<file path="src/rtl/dsgc_pkg.sv">
`default_nettype none

package dsgc_pkg;

    localparam int DEPTH      = 1024;
    localparam int VALUE_BITS = 16;
    localparam int ADDR_BITS  = $clog2(DEPTH);
    localparam int CNT_BITS   = $clog2(DEPTH + 1);

    typedef logic [VALUE_BITS-1:0] t_val;
    typedef logic [ADDR_BITS-1:0]  t_addr;
    typedef logic [CNT_BITS-1:0]   t_cnt;

    localparam logic KIND_POP  = 1'b0;
    localparam logic KIND_PUSH = 1'b1;

    typedef enum logic [2:0] {
        VERDICT_IMPOSSIBLE = 3'd0,
        VERDICT_NOT_SURE   = 3'd1,
        VERDICT_PRIO_QUEUE = 3'd2,
        VERDICT_QUEUE      = 3'd3,
        VERDICT_STACK      = 3'd4
    } t_verdict;

    // Broadcast to every cell of the sorted row.
    typedef struct packed {
        logic push;
        logic pop;
        t_cnt count;
        t_val value;
    } t_cell_ctrl;

endpackage

`default_nettype wire

</file>
<file path="src/rtl/dsgc_cell.sv">
`default_nettype none

// One slot of the descending sorted row. Slot 0 holds the maximum.
module dsgc_cell (
    input  wire logic                   i_clk,
    input  wire dsgc_pkg::t_cell_ctrl   i_ctrl,
    input  wire dsgc_pkg::t_addr        i_index,
    input  wire dsgc_pkg::t_val         i_prev_data,
    input  wire logic                   i_prev_keep,
    input  wire dsgc_pkg::t_val         i_next_data,
    output dsgc_pkg::t_val              o_data,
    output logic                        o_keep
);

    import dsgc_pkg::*;

    t_val r_data;
    t_val n_data;
    logic w_valid;

    assign w_valid = t_cnt'(i_index) < i_ctrl.count;
    // Slot stays put on insert: it is occupied and not below the new value.
    assign o_keep  = w_valid && (r_data >= i_ctrl.value);
    assign o_data  = r_data;

    always_comb begin
        n_data = r_data;
        if (i_ctrl.push) begin
            if (o_keep) begin
                n_data = r_data;
            end else if (i_prev_keep) begin
                n_data = i_ctrl.value;
            end else begin
                n_data = i_prev_data;
            end
        end else if (i_ctrl.pop) begin
            n_data = i_next_data;
        end
    end

    always_ff @(posedge i_clk) begin
        r_data <= n_data;
    end

endmodule

`default_nettype wire

</file>
<file path="config.mk">
export PLATFORM = sky130hd
export DESIGN_NAME = dsgc_cell
export DESIGN_NICKNAME = d
export VERILOG_FILES = /design/src/rtl/dsgc_pkg.sv /design/src/rtl/dsgc_cell.sv
export SDC_FILE = /design/constraint.sdc
export NUM_CORES = 1
export LEC_CHECK = 0
export BUFFER_PORTS_ARGS = -buffer_cell sky130_fd_sc_hd__buf_2
export CAP_MARGIN = 0
export CORE_UTILIZATION = 43
export DETAILED_ROUTE_END_ITERATION = 7
export PLACE_DENSITY = 0.78
export REMOVE_ABC_BUFFERS = 1
export SYNTH_ARGS = -nofsm -noshare
export SYNTH_HDL_FRONTEND = slang
export SYNTH_SLANG_ARGS = --single-unit
</file>
<file path="constraint.sdc">
create_clock -name i_clk -period 3.1 [get_ports i_clk]
set_input_delay 0.93 -clock i_clk [delete_from_list [all_inputs] [get_ports i_clk]]
set_output_delay 0.93 -clock i_clk [all_outputs]
set_load 0.03 [all_outputs]
</file>
* Word level (Yosys, flattened, before mapping) *
Index checks and enable logic that the tools add are counted.

word-level totals
  bits in registers = 16
  bits of input ports = 73
  output and inout bits = 17
  logic and storage cells = 11

operators by class
  magnitude comparators = 2
  equality and inequality tests = 1
  multiplexer cells = 4
  reduce and logical (&&, ||, !) cells = 3

operators with widths
  kind                                  number
  2-to-1 mux 16 bit                     4
  >= comparator 16 bit                  1
  < comparator 10 x 11 -> 1 bit         1
  != test 2 bit, second input constant  1
  AND reduction 2 bit                   1
  nonzero test 2 bit                    1
  logical AND 1 bit                     1

* Logic depth before layout (Yosys ltp) *
Gate-level depths: netlist (run 1).

  depth in word-level cells = 4
  mapped depth = 7
  depth with buffers taken out = 7

* Least setup slack after synthesis (run 1) *
OpenSTA, ideal clock, no wires.

  path type = input -> output
  from = in i_ctrl[14] (netlist bit)
  to = out o_keep
  arrival = 2.459 ns
  required time = 2.170 ns
  slack = -0.289 ns
  stages on the path = 6
  buffers on the path = 0
  cells stage by stage = inv_1 > ha_1 > nand4_2 > nor4_1 > nor4_2 > nor3_1

on the way
  word-level cells in the longest chain between the ends = 2

ends and longest elaborated chain
  what                  line             source
  from (decl)           dsgc_cell.sv:6   input wire dsgc_pkg::t_cell_ctrl i_ctrl,
  >= comparator 16 bit  dsgc_cell.sv:23  assign o_keep = w_valid && (r_data >= i_ctrl.value);
  logical AND 1 bit     dsgc_cell.sv:23
  to (decl)             dsgc_cell.sv:12  output logic o_keep

Every way passes these cells.

* Worst setup path in the final report (run 1) *
  from = in i_ctrl[0] (netlist bit)
  to = out o_keep

Same word-level chain as after synthesis.

==> results by group, run 1 <==
Synthesis
  – Cell count after synthesis: 158
  – Simple-gate share of the synthesized area: 0.118
  – Synth Warn #: 0
  – Post-Syn Area: 0.00148 mm2
  – Synth area leaders: edfxtp_1 (32%), ha_1 (21%), mux2i_1 (11%)
  – Register bit total from synthesis: 16
  – Post-synthesis adder-cell area fraction: 0.211
  – Largest family of logic cells by synthesized area: adder cells
  – Sequential area share after synthesis: 0.324
  – Synth Area in Compound Gates: 0.157
  – Top-area cell type share of the netlist area: 0.324
  – Post-Synth XOR/XNOR Area: 0
  – Synthesized area per cell: 9.38 um2
  – Mux contribution to synthesized area: 0.108
  – Post-synth cell types: 26
  – Cell taking the most area after synthesis: edfxtp_1

Pwr
  – Static leakage: 1.12 nW
  – Comb power frac: 0.440
  – Worst VDD drop: 211 uV
  – Sw Ratio: 0.363
  – Int Pwr: 462 uW
  – Clock group share of total power: 0.164
  – Switching pwr: 263 uW
  – Sequential Power Share: 0.397
  – Cell Pwr Density: 345 mW/mm2

Layout
  – Layout area overhead: 41.9%
  – # nets final: 350
  – Fillers: 304
  – Post-route non-filler standard cell count: 295
  – Layout cells sized above 1: 0.430
  – Diode count: 0
  – Max FFs per register: 16
  – Final instance area: 0.00210 mm2

Worst setup path
  – R2r startpoint: o_data[0]
  – Most numerous cell on the critical path: nor4_2
  – CP Buf/Inv Count: 2
  – Cells on worst reg2reg path: 8
  – Crit path DAT: 2.31 ns
  – Reg2Reg Setup Slack: 0.85 ns
  – Slowest stage delay, CP: 0.31 ns
  – CP Cell Sequence: buf_6 -> ha_4 -> nand2b_4 -> a2111oi_4 -> nor4_2 -> nor4_2 -> nor3_1 -> buf_4
  – Slowest cell on crit path: nor4_2
  – Setup CP Type: input pin to output pin
  – Delay-heaviest family, CP: simple AND/OR/NAND/NOR gates
  – Setup crit end kind: output pin
  – Data required, critical path: 2.17 ns
  – CP Max Fanout: 2
  – End of the worst register-to-register path: o_data[14]
  – CP startpoint kind: input pin

Die
  – Die H: 60.7 um
  – Die W: 60.7 um
  – Core area: 0.00315 mm2
  – Row count: 20
  – Die ar.: 0.00369 mm2
  – Initial Util: 0.470
  – Num ports: 90

Worst hold path
  – Hold Path End: o_data[6]
  – Min-Delay Startpoint: i_next_data[6]
  – Worst Hold Class: input pin to flip-flop
  – Hold Crit Depth: 3

CTS
  – H-tree levels: 1
  – CTS tree: done
  – Clk root buf: clkbuf_4
  – Clock Path Buffers: 2
  – Clk_lat worst skew: 0.29 ns
  – CTS Buf Count: 3
  – Post-CTS setup buffers: 0
  – Cts hold-fix bufs: 0
  – Clk pin slew, worst setup/hold paths: 0.11 ns
  – CTS Sinks: 16

Global routing
  – Vias in the first global route: 1,340
  – Largest net degree at the start of global routing: 28
  – Overflow after GRT: 0
  – First-pass GRT wire length: 5270 um
  – GRT Util Overall: 0.193
  – Initial antenna violation count: 0

Route
  – ANT nets after route: 0
  – DRC: 0
  – Via/cell ratio: 4.85
  – Average wire per standard cell: 11.5 um
  – Router iterations before antenna repair: 2
  – DRT Wirelength: 3400 um
  – Via count: 1,431
  – Initial drt markers: 24

Timing
  – Final Slew Violations: 0
  – Hold Violations, Final: 0
  – Final Setup Violations: 1
  – Setup WS post-layout: -0.138 ns
  – RSZ-0062 raised after global routing: true
  – Rel. slew slack: 0.669
  – Min Tclk post-route: 3.24 ns
  – Worst-Margin Slew: 0.496 ns
  – Clock skew: 0.0117 ns
  – Final Cycle Share: 1.04
  – Fmax: 0.309 GHz

Placement
  – Area post-placement: 0.00201 mm2
  – RD Place Congestion: 0.732
  – DP HPWL: 2740 um
  – Post-place setup slack: -0.203 ns
  – Buffers on Ports: 89
  – Placed Cells: 291

Flow run
  – Max cap viols: 0

Run status
  – Failing checks: setup timing
  – Status: finished with violations
## cell usage after synthesis
library cell / instances
nor4_1: 1
o32a_1: 1
nor3_1: 1
ha_1: 25
nand3_1: 2
edfxtp_1: 16
a21o_1: 3
buf_2: 1
a2111oi_4: 1
nand2b_1: 1
o21a_1: 2
a21oi_1: 26
nand4_1: 3
o21ai_0: 4
a211oi_1: 1
nand4_2: 1
mux2i_1: 16
nor4_2: 1
buf_4: 1
nor2_1: 17
nand2_1: 2
clkbuf_1: 4
and4_1: 1
nand2b_4: 1
and4b_1: 1
inv_1: 25
## power groups by stage
stage               Combinational [mW]  Sequential [mW]  Clock (mW)
floorplan                        0.130            0.342           0
global placement                 0.300            0.290           0
detailed placement               0.307            0.291           0
CTS                              0.320            0.287       0.122
global route                     0.354            0.292       0.135
finish                           0.319            0.288       0.119
## what timing repair did
item                                    CTS  global route
resized for setup                         9             1
pin swaps                                 5             0
endpoints found under the setup margin    1             1
## placed cells by master (no fill, tap or decap), drive strengths merged
cell     instances
o32a             1
and4b            1
nand3            2
nor4             2
o21a             2
nand2            2
inv             25
o21ai            4
nor3             1
clkbuf           3
a21o             3
a2111oi          1
clkinv           1
edfxtp          16
nor2            17
a21oi           26
ha              25
buf             95
nand2b           2
and4             1
a211oi           1
nand4            4
mux2i           16
## worst min-delay path, cell delays in order
cell and delay, ns:
buf_2 0.08, nor2_1 0.03, a21oi_1 0.09
## per-stage QoR
step	hold slack [ns]	util	setup TNS (ns)	power, mW
floorplan	1.14	-	-0.289	0.472
global placement	1.25	0.638	-0.192	0.590
detailed placement	1.25	0.638	-0.203	0.598
CTS	0.948	0.663	-0.142	0.729
global route	0.952	0.667	-0.265	0.780
finish	0.950	0.667	-0.138	0.726
## worst max path at each step
stage,startpoint,to,slack [ns],cells after the start
4_1_cts,i_ctrl[0],o_keep,-0.14,8
5_1_grt,i_ctrl[5],o_keep,-0.26,9
3_3_place_gp,i_ctrl[0],o_keep,-0.19,8
2_1_floorplan,i_ctrl[14],o_keep,-0.29,6
6_report,i_ctrl[0],o_keep,-0.14,8
3_5_place_dp,i_ctrl[0],o_keep,-0.20,8
## kinds of logic (layout without fill, tap and decap cells)
kind of cell | count (synthesis) | after routing
buffers and inverters | 31 | 124
AND/OR/NAND/NOR | 32 | 32
multiplexers | 16 | 16
flip-flops | 16 | 16
adder cells (fa/ha/maj) | 25 | 25
AO/OA/AOI/OAI | 38 | 38
## layout make-up
class,count,area (um2),area share
Sequential cell,16,480,0.228
Clock buffer,3,22.5,0.0107
Inverter,25,93.8,0.0446
Multi-Input combinational cell,111,937,0.445
Tap cell,44,55.1,0.0262
Clock inverter,1,3.75,0.00178
Timing Repair Buffer,95,512,0.243
## per-layer routing
metal,up-vias,global-route usage,share of wire
li1,754,-,-
met1,620,0.216,0.43
met2,55,0.364,0.50
met3,2,0.0405,0.067
met4,0,0.0552,0.0059
met5,-,0,0
Power figures use the tool's default switching activity.
==> run 2, diff against run 1 <==
--- a/config.mk
+++ b/config.mk
@@ -7,9 +7,12 @@
 export LEC_CHECK = 0
 export BUFFER_PORTS_ARGS = -buffer_cell sky130_fd_sc_hd__buf_2
 export CAP_MARGIN = 0
-export CORE_UTILIZATION = 43
+export CELL_PAD_IN_SITES_DETAIL_PLACEMENT = 1
+export CELL_PAD_IN_SITES_GLOBAL_PLACEMENT = 1
+export CORE_UTILIZATION = 31
+export CTS_BUF_LIST = sky130_fd_sc_hd__clkbuf_16
 export DETAILED_ROUTE_END_ITERATION = 7
-export PLACE_DENSITY = 0.78
+export PLACE_DENSITY = 0.79
 export REMOVE_ABC_BUFFERS = 1
 export SYNTH_ARGS = -nofsm -noshare
 export SYNTH_HDL_FRONTEND = slang
==> run 2 against run 1 <==
Against the previous run:
- the flow finishes with violations (DRC, setup timing)
- final area rose by 7.6%
- count of clock-buffer cells in the layout did not move
- final cell count grew 2.4%
- worst setup slack worse by 0.050 ns
- clock power is 110% higher
- combinational power increased by 6.9%
- non-clock buffer count down 1
- via count increased by 4.5%
- first-iteration DRC count up 33%
- largest cell class unchanged
- largest power group unchanged
==> results by group, run 2 (synthesis gave the netlist of run 1 again) <==
Run status
  – Status: finished with violations
  – Failing checks: DRC, setup timing

CTS
  – Clk_lat worst skew: 0.25 ns (-0.04 ns)
  – CTS Sinks: 16 (unchanged)
  – Clock Path Buffers: 2 (unchanged)
  – H-tree levels: 1 (unchanged)
  – Clk root buf: clkbuf_16
  – CTS Buf Count: 3 (unchanged)
  – Clk pin slew, worst setup/hold paths: 0.05 ns (-0.06 ns)
  – Cts hold-fix bufs: 0 (unchanged)
  – CTS tree: done

Worst setup path
  – Setup crit end: o_keep
  – Setup CP Type: input pin to output pin
  – Critical Path Source: i_ctrl[5]
  – R2r startpoint: o_data[5]
  – Data required, critical path: 2.17 ns (about the same)
  – Most numerous cell on the critical path: nor4_2
  – CP Cell Sequence: buf_8 -> inv_4 -> ha_4 -> and4_1 -> o21ai_2 -> nor4_2 -> nor4_2 -> nor3_1 -> buf_4
  – End of the worst register-to-register path: o_data[6]
  – Setup crit end kind: output pin
  – CP startpoint kind: input pin
  – Slowest stage delay, CP: 0.34 ns (+0.03 ns)
  – Slowest cell on crit path: nor4_2
  – CP Max Fanout: 2 (unchanged)
  – Cells on worst reg2reg path: 7 (-1)
  – Crit path DAT: 2.36 ns (+0.05 ns)
  – Reg2Reg Setup Slack: 0.89 ns (+0.04 ns)

Layout
  – Diode count: 0 (unchanged)
  – Layout cells sized above 1: 0.468 (+0.0377)
  – Commonest non-fill, non-tap cells in the layout: buf_2 (83), a21oi_1 (25), inv_1 (20)
  – Max FFs per register: 16 (unchanged)
  – Fillers: 554 (+82%)
  – Layout area overhead: 52.7%
  – Commonest non-fill, non-tap cell in the layout: buf_2
  – Final instance area: 0.00226 mm2 (+7.6%)
  – # nets final: 349 (-0.29%)

Timing
  – Worst-Margin Slew: 0.498 ns (+0.00123 ns)
  – Final TNS setup: -0.188 ns (-0.0503 ns)
  – Setup WS post-layout: -0.188 ns (-0.0503 ns)
  – Final Setup Violations: 1 (unchanged)
  – Hold Violations, Final: 0 (unchanged)
  – RSZ-0062 raised after global routing: true
  – Final Slew Violations: 0 (unchanged)
  – Final Cycle Share: 1.06 (+0.0162)
  – Fmax: 0.304 GHz (-1.5%)
  – Min Tclk post-route: 3.29 ns (+0.0503 ns)
  – Rel. slew slack: 0.668 (-0.000818)
  – Clock skew: 0.00270 ns (-0.00900 ns)

Placement
  – DP HPWL: 3290 um (+20%)
  – Area post-placement: 0.00201 mm2 (-0.25%)
  – RD Place Congestion: 0.719 (-1.8%)
  – Buffers on Ports: 89 (unchanged)

Pwr
  – Worst VDD drop: 259 uV (+23%)
  – Static leakage: 1.15 nW (+2.6%)
  – Cell Pwr Density: 392 mW/mm2 (+14%)

Global routing
  – Vias in the first global route: 1,490 (+11%)
  – Initial antenna violation count: 0 (unchanged)
  – First-pass GRT wire length: 6500 um (+23%)
  – GRT Util Overall: 0.164 (-0.0283)
  – Overflow after GRT: 0 (unchanged)
  – Largest net degree at the start of global routing: 30 (+7.1%)

Die
  – Row count: 24 (+20%)
  – Die W: 71.2 um (+17%)
  – Die ar.: 0.00506 mm2 (+37%)
  – Initial Util: 0.331 (-0.139)
  – Die H: 71.2 um (+17%)
  – Core area: 0.00447 mm2 (+42%)
  – Num ports: 90 (unchanged)

Route
  – Average wire per standard cell: 13.9 um (+20%)
  – DRT Wirelength: 4190 um (+23%)
  – Via/cell ratio: 4.95 (+2.1%)
  – Router iterations before antenna repair: 6 (+4)
  – Via count: 1,495 (+4.5%)
  – ANT nets after route: 0 (unchanged)
  – Initial drt markers: 32 (+33%)
  – DRC: 5 (+5)

Flow run
  – Max cap viols: 0 (unchanged)

Worst hold path
  – Worst Hold Class: input pin to flip-flop
==> run 2: cell types whose count changed in the layout (fill, tap and decap cells not counted) <==
cell	before	now
a21oi_1	26	25
a21oi_2	0	1
buf_2	87	83
buf_4	6	5
buf_8	0	4
clkbuf_16	0	3
clkbuf_4	3	0
ha_1	21	17
ha_4	4	8
inv_1	24	20
inv_2	1	2
inv_4	0	3
o21ai_0	3	2
o21ai_2	0	1
==> run 2: power breakdown <==
part	internal (mW)	switching, mW	total (mW)
combinational	0.155	0.186	0.341
sequential	0.274	0.0175	0.291
clock	0.171	0.0837	0.255
==> run 2: layer usage <==
metal	part of all wire	track usage
met1	0.39	0.185
met2	0.54	0.312
met3	0.060	0.0427
met4	0.012	0.0267
met5	0	0
==> run 2: cell type report <==
class,instances,area [um2],area share
clock buffer,3,75.1,0.0331
clock inverter,1,3.75,0.00166
inverter,25,101,0.0448
multi-input combinational,111,995,0.439
sequential,16,480,0.212
tap,52,65.1,0.0287
timing repair buffer,94,544,0.240
==> run 2: worst min-delay path by stage <==
stage | from | endpoint | slack, ns | depth (start not counted)
2_1_floorplan | i_ctrl[28] | o_data[0] | 1.14 | 1
3_3_place_gp | i_next_data[15] | o_data[15] | 1.25 | 3
3_5_place_dp | i_next_data[0] | o_data[0] | 1.25 | 3
4_1_cts | i_next_data[0] | o_data[0] | 1.00 | 3
5_1_grt | i_next_data[0] | o_data[0] | 1.01 | 3
6_report | i_next_data[0] | o_data[0] | 1.0 | 3
==> run 2: what timing repair did <==
action	in CTS	in global routing
endpoints found under the setup margin	1	1
setup buffers	1	0
gates resized for setup	11	21
pin swaps	6	8
==> run 2: through the flow <==
| step | setup WS, ns | total power, mW | instances | util | hold WS (ns) |
|---|---|---|---|---|---|
| 2_1_floorplan | -0.289 | 0.472 | 152 | - | 1.14 |
| 3_3_place_gp | -0.228 | 0.592 | 297 | 0.449 | 1.25 |
| 3_5_place_dp | -0.234 | 0.602 | 297 | 0.449 | 1.25 |
| 4_1_cts | -0.155 | 0.877 | 302 | 0.484 | 1.00 |
| 5_1_grt | -0.313 | 0.947 | 302 | 0.506 | 1.01 |
| 6_report | -0.188 | 0.888 | 302 | 0.506 | 1.00 |
==> run 2: worst max-delay path: cells and delay by family <==
kind	cells	cell delay, ns
adder cells (fa/ha/maj)	1	0.25
buffers and inverters	3	0.30
AO/OA/AOI/OAI	1	0.06
AND/OR/NAND/NOR	4	0.83
==> run 3, diff against run 2 <==
--- a/config.mk
+++ b/config.mk
@@ -5,15 +5,18 @@
 export SDC_FILE = /design/constraint.sdc
 export NUM_CORES = 1
 export LEC_CHECK = 0
+export ABC_AREA = 1
 export BUFFER_PORTS_ARGS = -buffer_cell sky130_fd_sc_hd__buf_2
 export CAP_MARGIN = 0
 export CELL_PAD_IN_SITES_DETAIL_PLACEMENT = 1
 export CELL_PAD_IN_SITES_GLOBAL_PLACEMENT = 1
-export CORE_UTILIZATION = 31
+export CORE_UTILIZATION = 29
 export CTS_BUF_LIST = sky130_fd_sc_hd__clkbuf_16
 export DETAILED_ROUTE_END_ITERATION = 7
-export PLACE_DENSITY = 0.79
+export PLACE_DENSITY = 0.78
 export REMOVE_ABC_BUFFERS = 1
+export SKIP_LAST_GASP = 1
+export SLEW_MARGIN = 20
 export SYNTH_ARGS = -nofsm -noshare
 export SYNTH_HDL_FRONTEND = slang
 export SYNTH_SLANG_ARGS = --single-unit
==> run 3 against run 2 <==
Against the previous run:
- the run now ends clean
- non-clock buffer count is 2 lower
- core utilization is 5.7 points lower
- global-route usage is 0.087 points lower
- critical path depth is 4 higher
- wire length is 8.0% higher
- sequential power hardly changed
- final cell count is 19% higher
- synthesized cell count is 27% higher
- worst setup slack better by 0.21 ns
- highest routed layer unchanged
==> results by group, run 3 <==
Route
  – DRT met1 WL: 1670 um (+2.9%)
  – Average wire per standard cell: 12.6 um (-9.4%)
  – Via count: 1,654 (+11%)
  – ANT nets after route: 0 (unchanged)
  – Router iterations before antenna repair: 4 (-2)
  – Wire length on met3: 287 um (+14%)
  – Initial drt markers: 14 (-56%)
  – DRC: 0 (-5)
  – Met2 WL: 2510 um (+11%)
  – Via/cell ratio: 4.59 (-7.2%)
  – DRT Wirelength: 4520 um (+8.0%)
  – Top layer in use: met4

Synthesis
  – Synth Warn #: 0 (unchanged)
  – Top_reg_cell synth: edfxtp_1
  – Largest family of logic cells by synthesized area: adder cells
  – Async set-reset flop share out of synthesis: 0 (unchanged)
  – Synthesized area per cell: 7.41 um2 (-21%)
  – Leading cell type by number of instances after synthesis: nand2_1
  – Cell taking the most area after synthesis: edfxtp_1
  – Register bit total from synthesis: 16 (unchanged)
  – Sequential area share after synthesis: 0.323 (-0.00136)
  – Commonest cells post-synth: nand2_1 (45), inv_1 (33), ha_1 (25)
  – Mux contribution to synthesized area: 0 (-0.108)
  – Synth area leaders: edfxtp_1 (32%), ha_1 (21%), nand2_1 (11%)
  – Post-Synth XOR/XNOR Area: 0 (unchanged)
  – Post-synth cell types: 19 (-27%)
  – Post-synth EDFFs: 16 (unchanged)
  – Post-Syn Area: 0.00149 mm2 (+0.42%)
  – Simple-gate share of the synthesized area: 0.191 (+0.0726)
  – Synth Area in Compound Gates: 0.171 (+0.0136)
  – Post-synthesis adder-cell area fraction: 0.210 (-0.000886)
  – Cell count after synthesis: 201 (+27%)
  – Top-area cell type share of the netlist area: 0.323 (-0.00136)

CTS
  – CTS Sinks: 16 (unchanged)
  – Clk pin slew, worst setup/hold paths: 0.05 ns (about the same)
  – Clock Path Buffers: 2 (unchanged)
  – Cts hold-fix bufs: 0 (unchanged)
  – Clk root buf: clkbuf_16
  – CTS tree: done
  – Clk_lat worst skew: 0.25 ns (about the same)
  – H-tree levels: 1 (unchanged)
  – CTS Buf Count: 3 (unchanged)

Placement
  – Buffers on Ports: 89 (unchanged)
  – Placed Cells: 355 (+20%)
  – Post-place setup slack: 0.0293 ns (+0.264 ns)
  – Area post-placement: 0.00201 mm2 (about the same)
  – RD Place Congestion: 0.707 (-1.7%)
  – DP HPWL: 3640 um (+11%)

Worst setup path
  – Setup crit end: o_keep
  – Reg2Reg Setup Slack: 1.00 ns (+0.11 ns)
  – End of the worst register-to-register path: o_data[11]
  – Slowest stage delay, CP: 0.29 ns (-0.05 ns)
  – Slowest cell on crit path: ha_1
  – CP Buf/Inv Count: 3 (unchanged)
  – CP Cell Sequence: buf_2 -> ha_1 -> nand2_1 -> nor2_1 -> nor2_1 -> nand2_1 -> nand2_1 -> nand2_1 -> nand2_1 -> nand2_1 -> nand2_2 -> inv_2 -> buf_6
  – Crit path DAT: 2.15 ns (-0.21 ns)
  – Critical Path Source: i_ctrl[0]
  – Setup CP Type: input pin to output pin
  – Data required, critical path: 2.17 ns (about the same)
  – Most numerous cell on the critical path: nand2_1
  – Delay-heaviest family, CP: simple AND/OR/NAND/NOR gates
  – Setup crit end kind: output pin
  – Cells on worst reg2reg path: 15 (+8)
  – CP Max Fanout: 2 (unchanged)
  – R2r startpoint: o_data[0]
  – CP startpoint kind: input pin
  – Stages on worst setup path: 13 (+4)

Die
  – Row count: 25 (+4.2%)
  – Die H: 73.7 um (+3.5%)
  – Die ar.: 0.00543 mm2 (+7.2%)
  – Num ports: 90 (unchanged)
  – Core area: 0.00482 mm2 (+7.7%)
  – Die W: 73.7 um (+3.5%)
  – Initial Util: 0.309 (-0.0223)

Global routing
  – Overflow after GRT: 0 (unchanged)
  – First-pass GRT wire length: 6920 um (+6.5%)
  – Initial antenna violation count: 0 (unchanged)
  – GRT Util Overall: 0.163 (-0.000871)
  – Largest net degree at the start of global routing: 19 (-37%)
  – Vias in the first global route: 1,740 (+17%)

Timing
  – Worst-Margin Slew: 0.311 ns (-0.187 ns)
  – Fmax: 0.325 GHz (+6.8%)
  – Final Cycle Share: 0.993 (-0.0677)
  – Setup WS post-layout: 0.0215 ns (+0.210 ns)
  – Final Slew Violations: 0 (unchanged)
  – Hold Violations, Final: 0 (unchanged)
  – Clock skew: 0.00260 ns (-0.000106 ns)
  – Rel. slew slack: 0.793 (+0.124)
  – Min Tclk post-route: 3.08 ns (-0.210 ns)
  – Final Setup Violations: 0 (-1)

Layout
  – Layout area overhead: 45.4%
  – Layout cells sized above 1: 0.372 (-0.0960)
  – Commonest non-fill, non-tap cells in the layout: buf_2 (86), nand2_1 (44), inv_1 (29)
  – Fillers: 653 (+18%)
  – Max FFs per register: 16 (unchanged)
  – # nets final: 392 (+12%)
  – Final instance area: 0.00216 mm2 (-4.4%)
  – Commonest non-fill, non-tap cell in the layout: buf_2
  – Post-route non-filler standard cell count: 360 (+19%)
  – Diode count: 0 (unchanged)

Pwr
  – Sequential Power Share: 0.336 (+0.008)
  – Int Pwr: 573 uW (-4.5%)
  – Static leakage: 1.16 nW (+0.97%)
  – Switching pwr: 288 uW (+0.25%)
  – Clock group share of total power: 0.295 (+0.008)
  – Cell Pwr Density: 398 mW/mm2 (+1.5%)
  – Worst VDD drop: 266 uV (+2.7%)
  – Sw Ratio: 0.334 (+0.0107)
  – Comb power frac: 0.369 (-0.016)

Run status
  – Status: complete, no violations

Flow run
  – Max cap viols: 0 (unchanged)

Worst hold path
  – Worst Hold Class: input pin to flip-flop
## run 3: worst min-delay path, delay by kind of cell
family | cells | cell delay [ns]
compound gates | 1 | 0.05
simple gates | 1 | 0.04
buf+inv | 1 | 0.07
## run 3: repair_timing
action,4_1_cts,5_1_grt
resized for setup,1,13
setup buffers,0,1
pin swaps,0,11
endpoints found under the setup margin,1,1
## run 3: stage by stage
stage / setup TNS [ns] / total power, mW / util / hold WS (ns)
after floorplan: 0 / 0.467 / - / 1.12
after global placement: 0 / 0.581 / 0.417 / 1.21
after detailed placement: 0 / 0.591 / 0.417 / 1.21
after CTS: 0 / 0.852 / 0.434 / 0.961
after global routing: -0.0984 / 0.921 / 0.449 / 0.993
final: 0 / 0.861 / 0.449 / 0.958
## run 3: cell type report
type / instances / area [um2] / area share
multi-input cells: 146 / 903 / 0.417
clock buffers: 3 / 75.1 / 0.0347
inverters: 35 / 131 / 0.0607
repair buffers: 92 / 487 / 0.225
clock inverters: 1 / 3.75 / 0.00173
well taps: 67 / 83.8 / 0.0387
flip-flops and latches: 16 / 480 / 0.222
## run 3: worst min path at each step
stage                     depth (start not counted)    endpoint  slack (ns)      startpoint
after detailed placement                          3   o_data[1]        1.21  i_next_data[1]
after global routing                              3   o_data[8]        0.99  i_next_data[8]
after floorplan                                   2   o_data[0]        1.12  i_next_data[0]
after global placement                            9  o_data[14]        1.21      o_data[15]
final                                             3   o_data[1]        0.96  i_next_data[1]
after CTS                                         3   o_data[1]        0.96  i_next_data[1]
## run 3: power groups by stage
stage                     sequential (mW)  clock [mW]  combinational [mW]
after floorplan                     0.341           0               0.127
after global placement              0.289           0               0.292
after detailed placement            0.291           0               0.300
after CTS                           0.287       0.260               0.305
after global routing                0.292       0.270               0.359
final                               0.290       0.254               0.318
## run 3: per-layer routing
metal  GRT usage  vias up
met5           0        -
met4      0.0513        0
met3      0.0261        4
met2       0.344       55
met1       0.157      751
li1            -      844
## run 3: cell families (layout without fill, tap and decap cells)
logic type,Yosys count,in the layout
adder cells (fa/ha/maj),25,25
AO/OA/AOI/OAI,49,49
flip-flops,16,16
AND/OR/NAND/NOR,72,72
buffers and inverters,39,131
